`src/design/srb_pkg.sv`:
```
// srb_pkg: shared constants and types for the sequence reorder buffer
// no dependencies

package srb_pkg;

  localparam int SEQ_W  = 6;
  localparam int HDR_W  = 8;
  localparam int TAG_W  = 16;
  localparam int TIME_W = 32;

  localparam logic [TIME_W-1:0] TIMEOUT_RESET = 32'd100;

  localparam int STATE_W = 2;
  localparam logic [STATE_W-1:0] ST_IDLE   = 2'd0;
  localparam logic [STATE_W-1:0] ST_CHECK  = 2'd1;
  localparam logic [STATE_W-1:0] ST_SEARCH = 2'd2;
  localparam logic [STATE_W-1:0] ST_DRAIN  = 2'd3;

  localparam logic KIND_ARRIVAL = 1'b0;
  localparam logic KIND_FLUSH   = 1'b1;

  typedef struct packed {
    logic load;
    logic fin;
  } out_ctl_t;

endpackage

```
`src/design/srb_entry_ram.sv`:
```
// srb_entry_ram: slot entry store, one write port, one registered read port
// no dependencies

module srb_entry_ram #(
  parameter int ADDR_BITS = 6,
  parameter int DATA_BITS = 24
) (
  input  logic                 clk,
  input  logic                 wr_en,
  input  logic [ADDR_BITS-1:0] wr_addr,
  input  logic [DATA_BITS-1:0] wr_data,
  input  logic                 rd_en,
  input  logic [ADDR_BITS-1:0] rd_addr,
  output logic [DATA_BITS-1:0] rd_data
);

  localparam int DEPTH = 1 << ADDR_BITS;

  logic [DATA_BITS-1:0] mem [DEPTH];

  always_ff @(posedge clk) begin
    if (wr_en) begin
      mem[wr_addr] <= wr_data;
    end
    if (rd_en) begin
      rd_data <= mem[rd_addr];
    end
  end

endmodule

```
`src/design/srb_ctrl.sv`:
```
// srb_ctrl: sequencer with slot valid bits, expected number, timer and
// the one-slot-a-cycle forward search; depends on srb_pkg

module srb_ctrl #(
  parameter int SEQ_BITS = 6
) (
  input  logic                             clk,
  input  logic                             rst,
  input  logic                             start,
  input  logic                             kind,
  input  logic [SEQ_BITS-1:0]              seq,
  input  logic [srb_pkg::TIME_W-1:0]       now_ms,
  input  logic [srb_pkg::TIME_W-1:0]       timeout,
  output logic                             busy,
  output logic                             wr_en,
  output logic                             rd_en,
  output logic [SEQ_BITS-1:0]              rd_addr,
  output logic [SEQ_BITS-1:0]              rel_seq,
  output srb_pkg::out_ctl_t                ctl
);

  localparam int SLOTS = 1 << SEQ_BITS;

  logic [srb_pkg::STATE_W-1:0] state;
  logic [SLOTS-1:0]            slot_valid;
  logic [SEQ_BITS:0]           count;
  logic [SEQ_BITS-1:0]         expected_seq;
  logic [SEQ_BITS-1:0]         ptr;
  logic                        timer_running;
  logic [srb_pkg::TIME_W-1:0]  missing_since;
  logic [srb_pkg::TIME_W-1:0]  now_q;
  logic                        rd_valid;
  logic [srb_pkg::TIME_W-1:0]  elapsed;
  logic                        accept;
  logic                        release_now;

  assign busy        = (state != srb_pkg::ST_IDLE);
  assign accept      = start && !busy;
  assign wr_en       = accept && (kind == srb_pkg::KIND_ARRIVAL);
  assign release_now = (state == srb_pkg::ST_CHECK) && slot_valid[expected_seq];
  assign rd_en       = release_now;
  assign rd_addr     = expected_seq;
  assign elapsed     = now_q - missing_since;
  assign ctl.load    = rd_valid;
  assign ctl.fin     = (state == srb_pkg::ST_DRAIN);

  always_ff @(posedge clk) begin
    if (rst) begin
      state         <= srb_pkg::ST_IDLE;
      slot_valid    <= '0;
      count         <= '0;
      expected_seq  <= '0;
      timer_running <= 1'b0;
      missing_since <= '0;
      rd_valid      <= 1'b0;
    end else begin
      rd_valid <= 1'b0;
      case (state)
        srb_pkg::ST_IDLE: begin
          if (accept) begin
            if (kind == srb_pkg::KIND_FLUSH) begin
              slot_valid <= '0;
              count      <= '0;
            end else begin
              slot_valid[seq] <= 1'b1;
              if (!slot_valid[seq]) begin
                count <= count + {{SEQ_BITS{1'b0}}, 1'b1};
              end
              now_q <= now_ms;
              state <= srb_pkg::ST_CHECK;
            end
          end
        end
        srb_pkg::ST_CHECK: begin
          if (slot_valid[expected_seq]) begin
            slot_valid[expected_seq] <= 1'b0;
            count         <= count - {{SEQ_BITS{1'b0}}, 1'b1};
            rel_seq       <= expected_seq;
            rd_valid      <= 1'b1;
            expected_seq  <= expected_seq + SEQ_BITS'(1);
            timer_running <= 1'b0;
          end else if (count == '0) begin
            timer_running <= 1'b0;
            state         <= srb_pkg::ST_DRAIN;
          end else if (!timer_running) begin
            missing_since <= now_q;
            timer_running <= 1'b1;
            state         <= srb_pkg::ST_DRAIN;
          end else if (elapsed < timeout) begin
            state <= srb_pkg::ST_DRAIN;
          end else begin
            ptr   <= expected_seq + SEQ_BITS'(1);
            state <= srb_pkg::ST_SEARCH;
          end
        end
        srb_pkg::ST_SEARCH: begin
          if (slot_valid[ptr]) begin
            expected_seq  <= ptr;
            timer_running <= 1'b0;
            state         <= srb_pkg::ST_CHECK;
          end else if ((ptr + SEQ_BITS'(1)) == expected_seq) begin
            state <= srb_pkg::ST_DRAIN;
          end else begin
            ptr <= ptr + SEQ_BITS'(1);
          end
        end
        srb_pkg::ST_DRAIN: begin
          state <= srb_pkg::ST_IDLE;
        end
        default: begin
          state <= srb_pkg::ST_IDLE;
        end
      endcase
    end
  end

endmodule

```
`src/design/srb_out_stage.sv`:
```
// srb_out_stage: holds one released packet back so that last can be set
// on the final one, then drives the result strobe; depends on srb_pkg

module srb_out_stage #(
  parameter int SEQ_BITS = 6,
  parameter int TAG_BITS = 16
) (
  input  logic                           clk,
  input  logic                           rst,
  input  srb_pkg::out_ctl_t              ctl,
  input  logic [SEQ_BITS-1:0]            rel_seq,
  input  logic [srb_pkg::HDR_W+TAG_BITS-1:0] rd_data,
  output logic                           valid,
  output logic [srb_pkg::SEQ_W-1:0]      out_seq,
  output logic [srb_pkg::HDR_W-1:0]      out_header,
  output logic [srb_pkg::TAG_W-1:0]      out_tag,
  output logic                           last
);

  logic                                pend_valid;
  logic [SEQ_BITS-1:0]                 pend_seq;
  logic [srb_pkg::HDR_W+TAG_BITS-1:0]  pend_entry;
  logic                                emit;

  assign emit = pend_valid && (ctl.load || ctl.fin);

  always_ff @(posedge clk) begin
    if (rst) begin
      valid      <= 1'b0;
      pend_valid <= 1'b0;
    end else begin
      valid <= emit;
      if (ctl.load) begin
        pend_valid <= 1'b1;
      end else if (ctl.fin) begin
        pend_valid <= 1'b0;
      end
    end
  end

  always_ff @(posedge clk) begin
    if (emit) begin
      out_seq    <= srb_pkg::SEQ_W'(pend_seq);
      out_header <= pend_entry[TAG_BITS +: srb_pkg::HDR_W];
      out_tag    <= srb_pkg::TAG_W'(pend_entry[TAG_BITS-1:0]);
      last       <= !ctl.load;
    end
    if (ctl.load) begin
      pend_seq   <= rel_seq;
      pend_entry <= rd_data;
    end
  end

endmodule

```
`src/design/sequence_reorder_buffer.sv`:
```
// sequence_reorder_buffer: resequencer for numbered packets with timeout skip
// top level; depends on srb_pkg, srb_entry_ram, srb_ctrl, srb_out_stage
// an arrival keeps busy high after its transfer while it releases packets and, when it
// skips ahead d slots (d at most 2^SEQ_BITS - 1), while it searches; a flush never sets busy
// results leave one per cycle, each held back until the next release or the end of its item; the receiver cannot stall
// synchronous reset clears all valid bits, expected number and timer; timeout 100

module sequence_reorder_buffer #(
  parameter int SEQ_BITS = 6,
  parameter int TAG_BITS = 16
) (
  input  logic                          clk,
  input  logic                          rst,
  input  logic                          start,
  output logic                          busy,
  input  logic                          kind,
  input  logic [srb_pkg::SEQ_W-1:0]     seq_num,
  input  logic [srb_pkg::HDR_W-1:0]     header,
  input  logic [srb_pkg::TAG_W-1:0]     packet_tag,
  input  logic [srb_pkg::TIME_W-1:0]    now_ms,
  input  logic                          cfg_we,
  input  logic [srb_pkg::TIME_W-1:0]    cfg_wdata,
  output logic                          valid,
  output logic [srb_pkg::SEQ_W-1:0]     out_seq,
  output logic [srb_pkg::HDR_W-1:0]     out_header,
  output logic [srb_pkg::TAG_W-1:0]     out_tag,
  output logic                          last
);

  localparam int ENTRY_BITS = srb_pkg::HDR_W + TAG_BITS;

  logic [srb_pkg::TIME_W-1:0] missing_timeout_ms;
  logic [SEQ_BITS-1:0]        seq;
  logic [ENTRY_BITS-1:0]      wr_data;
  logic [ENTRY_BITS-1:0]      rd_data;
  logic                       wr_en;
  logic                       rd_en;
  logic [SEQ_BITS-1:0]        rd_addr;
  logic [SEQ_BITS-1:0]        rel_seq;
  srb_pkg::out_ctl_t          ctl;

  assign seq     = seq_num[SEQ_BITS-1:0];
  assign wr_data = {header, TAG_BITS'(packet_tag)};

  always_ff @(posedge clk) begin
    if (rst) begin
      missing_timeout_ms <= srb_pkg::TIMEOUT_RESET;
    end else if (cfg_we) begin
      missing_timeout_ms <= cfg_wdata;
    end
  end

  srb_ctrl #(
    .SEQ_BITS(SEQ_BITS)
  ) u_ctrl (
    .clk     (clk),
    .rst     (rst),
    .start   (start),
    .kind    (kind),
    .seq     (seq),
    .now_ms  (now_ms),
    .timeout (missing_timeout_ms),
    .busy    (busy),
    .wr_en   (wr_en),
    .rd_en   (rd_en),
    .rd_addr (rd_addr),
    .rel_seq (rel_seq),
    .ctl     (ctl)
  );

  srb_entry_ram #(
    .ADDR_BITS(SEQ_BITS),
    .DATA_BITS(ENTRY_BITS)
  ) u_ram (
    .clk     (clk),
    .wr_en   (wr_en),
    .wr_addr (seq),
    .wr_data (wr_data),
    .rd_en   (rd_en),
    .rd_addr (rd_addr),
    .rd_data (rd_data)
  );

  srb_out_stage #(
    .SEQ_BITS(SEQ_BITS),
    .TAG_BITS(TAG_BITS)
  ) u_out (
    .clk        (clk),
    .rst        (rst),
    .ctl        (ctl),
    .rel_seq    (rel_seq),
    .rd_data    (rd_data),
    .valid      (valid),
    .out_seq    (out_seq),
    .out_header (out_header),
    .out_tag    (out_tag),
    .last       (last)
  );

  // a result transfer only follows a new release or the end of an item
  a_valid_source: assert property (@(posedge clk) disable iff (rst)
    valid |-> $past(ctl.load || ctl.fin))
    else $error("result strobe without release");

  // a flush never occupies the block
  a_flush_idle: assert property (@(posedge clk) disable iff (rst)
    (start && !busy && kind == srb_pkg::KIND_FLUSH) |=> !busy)
    else $error("flush left block busy");

  // an arrival always occupies the block in the cycle after it is taken
  a_arrival_busy: assert property (@(posedge clk) disable iff (rst)
    (start && !busy && kind == srb_pkg::KIND_ARRIVAL) |=> busy)
    else $error("arrival not taken up");

endmodule
```
`config.mk`:
```
export PLATFORM = sky130hd
export DESIGN_NAME = sequence_reorder_buffer
export DESIGN_NICKNAME = d
export VERILOG_FILES = /design/src/design/srb_pkg.sv /design/src/design/srb_entry_ram.sv /design/src/design/srb_ctrl.sv /design/src/design/srb_out_stage.sv /design/src/design/sequence_reorder_buffer.sv
export SDC_FILE = /design/constraint.sdc
export NUM_CORES = 2
export LEC_CHECK = 0
export BUFFER_PORTS_ARGS = -buffer_cell sky130_fd_sc_hd__buf_2
export CORE_ASPECT_RATIO = 1.2
export CORE_MARGIN = 10
export CORE_UTILIZATION = 62
export CTS_CLUSTER_SIZE = 25
export DETAILED_ROUTE_END_ITERATION = 12
export PLACE_DENSITY = 0.79
export SLEW_MARGIN = 0
export SYNTH_ARGS = -nofsm -noshare
export SYNTH_HDL_FRONTEND = slang
export SYNTH_SLANG_ARGS = --single-unit
```
`constraint.sdc`:
```
create_clock -name clk -period 6.43 [get_ports clk]
set_input_delay 0.643 -clock clk [delete_from_list [all_inputs] [get_ports clk]]
set_output_delay 0.643 -clock clk [all_outputs]
set_load 0.01 [all_outputs]
```
==> impl_metrics.csv <==
group,metric,value,unit
logic_synthesis,ys_ff_latch,1812,
route,drc_errors,0,
logic_synthesis,syn_area,70300,um^2
place,routabilityCongestion,0.918,
floorplanning,dieArea,127000,um^2
place,dp_hpwl,116000,um
run,drv_cap,0,
timing,tightest_slew,1.33,ns
timing,hold_viol,0,
cts,cts.path.max_buffers,3,
timing,period_needed,5.74,ns
floorplanning,die_w,327,um
logic_synthesis,yosys-top-cells-count,"1665 x edfxtp_1, 587 x a22oi_1, 231 x nand2_1, 190 x nor2_1, 185 x clkbuf_1",
logic_synthesis,synth_top_flop_cell,"edfxtp_1",
global_routing,antenna_found_initial,13,
finish,syn_to_final_growth,11.9,%
critical_path,crit_path_max_fanout,6,
critical_path,cp-start-kind,"register",
timing,fmax,174,MHz
logic_synthesis,synth.top_cell.area_share,71.1,%
global_routing,grt_max_degree,108,
timing,fin_tns_setup,0,ns
cts,cts_setup_buffers,0,
logic_synthesis,synth_cell_type_count,75,
critical_path,worstPathRequired,6.83,ns
finish,final_cells,6259,
floorplanning,rows,135,
cts,clock-sinks,1812,
floorplanning,initial_core_util,62.4,%
route,route.detailed.wl_per_inst,31.9,um
route,drt-initial-drc-count,7215,
global_routing,grt-ovfl-total,0,
timing,fin_skew,0.0369,ns
route,ant_nets,0,
cts,numCtsBuffers,163,
critical_path,critPathArrivalTime,6.14,ns
place,port-buffer-count,131,
floorplanning,die_h,389,um
route,first_pass_iters,6,
cts,cts_tree,"done",
logic_synthesis,async_reset_ff_share,0,%
critical_path,crit_type,"reg2reg",
cts,cts_root_buf,"clkbuf_16",
min_path,hold_class,"in2reg",
cts,clk_pin_slew,0.07,ns
timing,setup_viol,0,
logic_synthesis,yosys.area.top_type,"edfxtp_1",
global_routing,grtUsageTotal,30.6,%
outcome,run_status,"complete, no violations",
cts,htree_levels,4,
floorplanning,io_pins,132,
power_and_ir_drop,powerDensity,362,nW/um^2
timing,relSlewSlack,10.2,%
timing,period_share,89.3,%
power_and_ir_drop,leakagePower,24.7,nW
cts,ctsResizeCount,0,
logic_synthesis,synth_edf_count,1665,
finish,final_nets,4800,
logic_synthesis,synth.area.top_cells,"edfxtp_1 71%, a22oi_1 6.3%, dfxtp_1 4.2%, a221oi_1 1.3%, ha_1 1.3%",
logic_synthesis,yosys.cell_count.top_type,"edfxtp_1",
route,routed_wl,199000,um
logic_synthesis,synth_cells,4435,
critical_path,cp-end-kind,"register",
global_routing,grt_pass1_wl,287000,um
logic_synthesis,syn_avg_cell_area,15.8,um^2
global_routing,grt_pass1_vias,42300,
timing,rsz0062_at_grt,"no",
finish,fillCellCount,6885,
finish,drive_gt1_share,13.9,%
timing,slew_viol_final,0,
cts,clk_latency,0.81,ns
logic_synthesis,syn_nets,4606,
floorplanning,coreArea,113000,um^2
power_and_ir_drop,vdd_drop_max,0.000266,V
route,num_vias,44600,
cts,hold_buffers,4,
logic_synthesis,ys_warn_count,0,
route,avgViaCountPerCell,7.13,
logic_synthesis,ys_seq_area_share,75.3,%
place,placedCellCount,5967,
routing by layer:
layer	vias to the layer above	wire [um]	GRT usage, %
met4	18	13700	18.8
met2	3789	92500	47.5
met1	21800	65800	38.5
met3	666	27300	8.03
met5	-	127	0
li1	18400	-	-
worst max-delay path, stage by stage (launching register included):
cell and delay [ns]:
edfxtp_1 0.38, inv_1 0.08, ha_1 0.18, inv_1 0.07, fa_1 0.44, a211oi_1 0.23
o21bai_1 0.16, a211o_1 0.35, a21o_1 0.24, a31oi_1 0.27, o21bai_1 0.10, a21oi_1 0.20
xnor2_1 0.10, ha_1 0.31, nand4_1 0.11, nor2_1 0.13, nand3_1 0.08, a2111oi_0 0.39
nor4_1 0.15, o21ai_0 0.39, nor4b_1 1.00
power by group:
group	internal (mW)	switching [mW]
registers	13.1	0.166
logic	1.79	4.03
clock network	5.17	4.20
area by class of cell:
class                           instances  area, um^2  share of cell area (%)
Clock inverter                         76         733                   0.932
Antenna cell                            1        2.50                 0.00318
Timing Repair Buffer                  314        2290                    2.91
Tap cell                             1507        1890                    2.40
Multi-Input combinational cell       2244       16100                    20.4
Sequential cell                      1812       52900                    67.3
Clock buffer                          211        4360                    5.55
Inverter                               94         353                   0.449
registers in the layout, summed over array words and instances (netlist names), 7 cells and up:
name                  flops
missing_timeout_ms       32
u_ctrl.count              7
u_ctrl.missing_since     32
u_ctrl.now_q             32
u_ctrl.slot_valid        64
u_out.out_header          8
u_out.out_tag            16
u_out.pend_entry         24
u_ram.mem              1536
u_ram.rd_data            24
kinds of logic after synthesis:
kind of cell	Yosys count	synth area share (%)
simple gates	631	4.09
flops	1812	75.3
compound gates	1374	14.3
buf+inv	379	2.16
fa+ha+maj	72	1.29
xor+xnor	41	0.511
mux	126	2.28
path summary, 6_finish.rpt:
check | startpoint | endpoint | slack [ns] | cells past startpoint
worst min-delay path | now_ms[11] | u_ctrl.now_q[11] | 0.04 | 1
worst max-delay path | u_ctrl.now_q[0] | u_ctrl.ptr[3] | 0.69 | 20
worst min register to register | u_ram.rd_data[5] | u_out.pend_entry[5] | 0.41 | 0
worst max register to register | u_ctrl.now_q[0] | u_ctrl.ptr[3] | 0.69 | 20
cell usage in the layout, fill, tap and decap left out, types with 14 or more instances in the layout:
cell and count:
a211o_1 65, a21oi_1 139, a221oi_1 105, a22o_1 99, a22oi_1 587, a31oi_1 102
a41oi_1 81, buf_12 20, buf_2 130, buf_4 160, clkbuf_1 40, clkbuf_16 165
clkinv_1 35, clkinv_2 15, dfxtp_1 147, edfxtp_1 1665, ha_1 71, inv_1 91
mux2_2 16, mux2i_1 83, mux4_2 25, nand2_1 230, nand3_1 43, nand4_1 20
nor2_1 122, nor2_2 64, nor3_1 14, nor4_1 44, o21ai_0 105, xnor2_1 30
through the flow:
step / hold WS (ns) / power (mW) / instance area, um^2 / setup slack [ns] / utilization, %
3_3_place_gp: 0.402 / 19.0 / 73500 / 0.840 / 65.2
2_1_floorplan: 0.400 / 16.7 / 70300 / 1.71 / -
6_report: 0.0394 / 28.5 / 78600 / 0.691 / 69.8
4_1_cts: 0.00251 / 28.3 / 78600 / 0.670 / 69.8
5_1_grt: 0.0113 / 29.2 / 78600 / 0.280 / 69.8
3_5_place_dp: 0.405 / 19.1 / 73500 / 0.587 / 65.2
(Power assumes the default switching activity.)
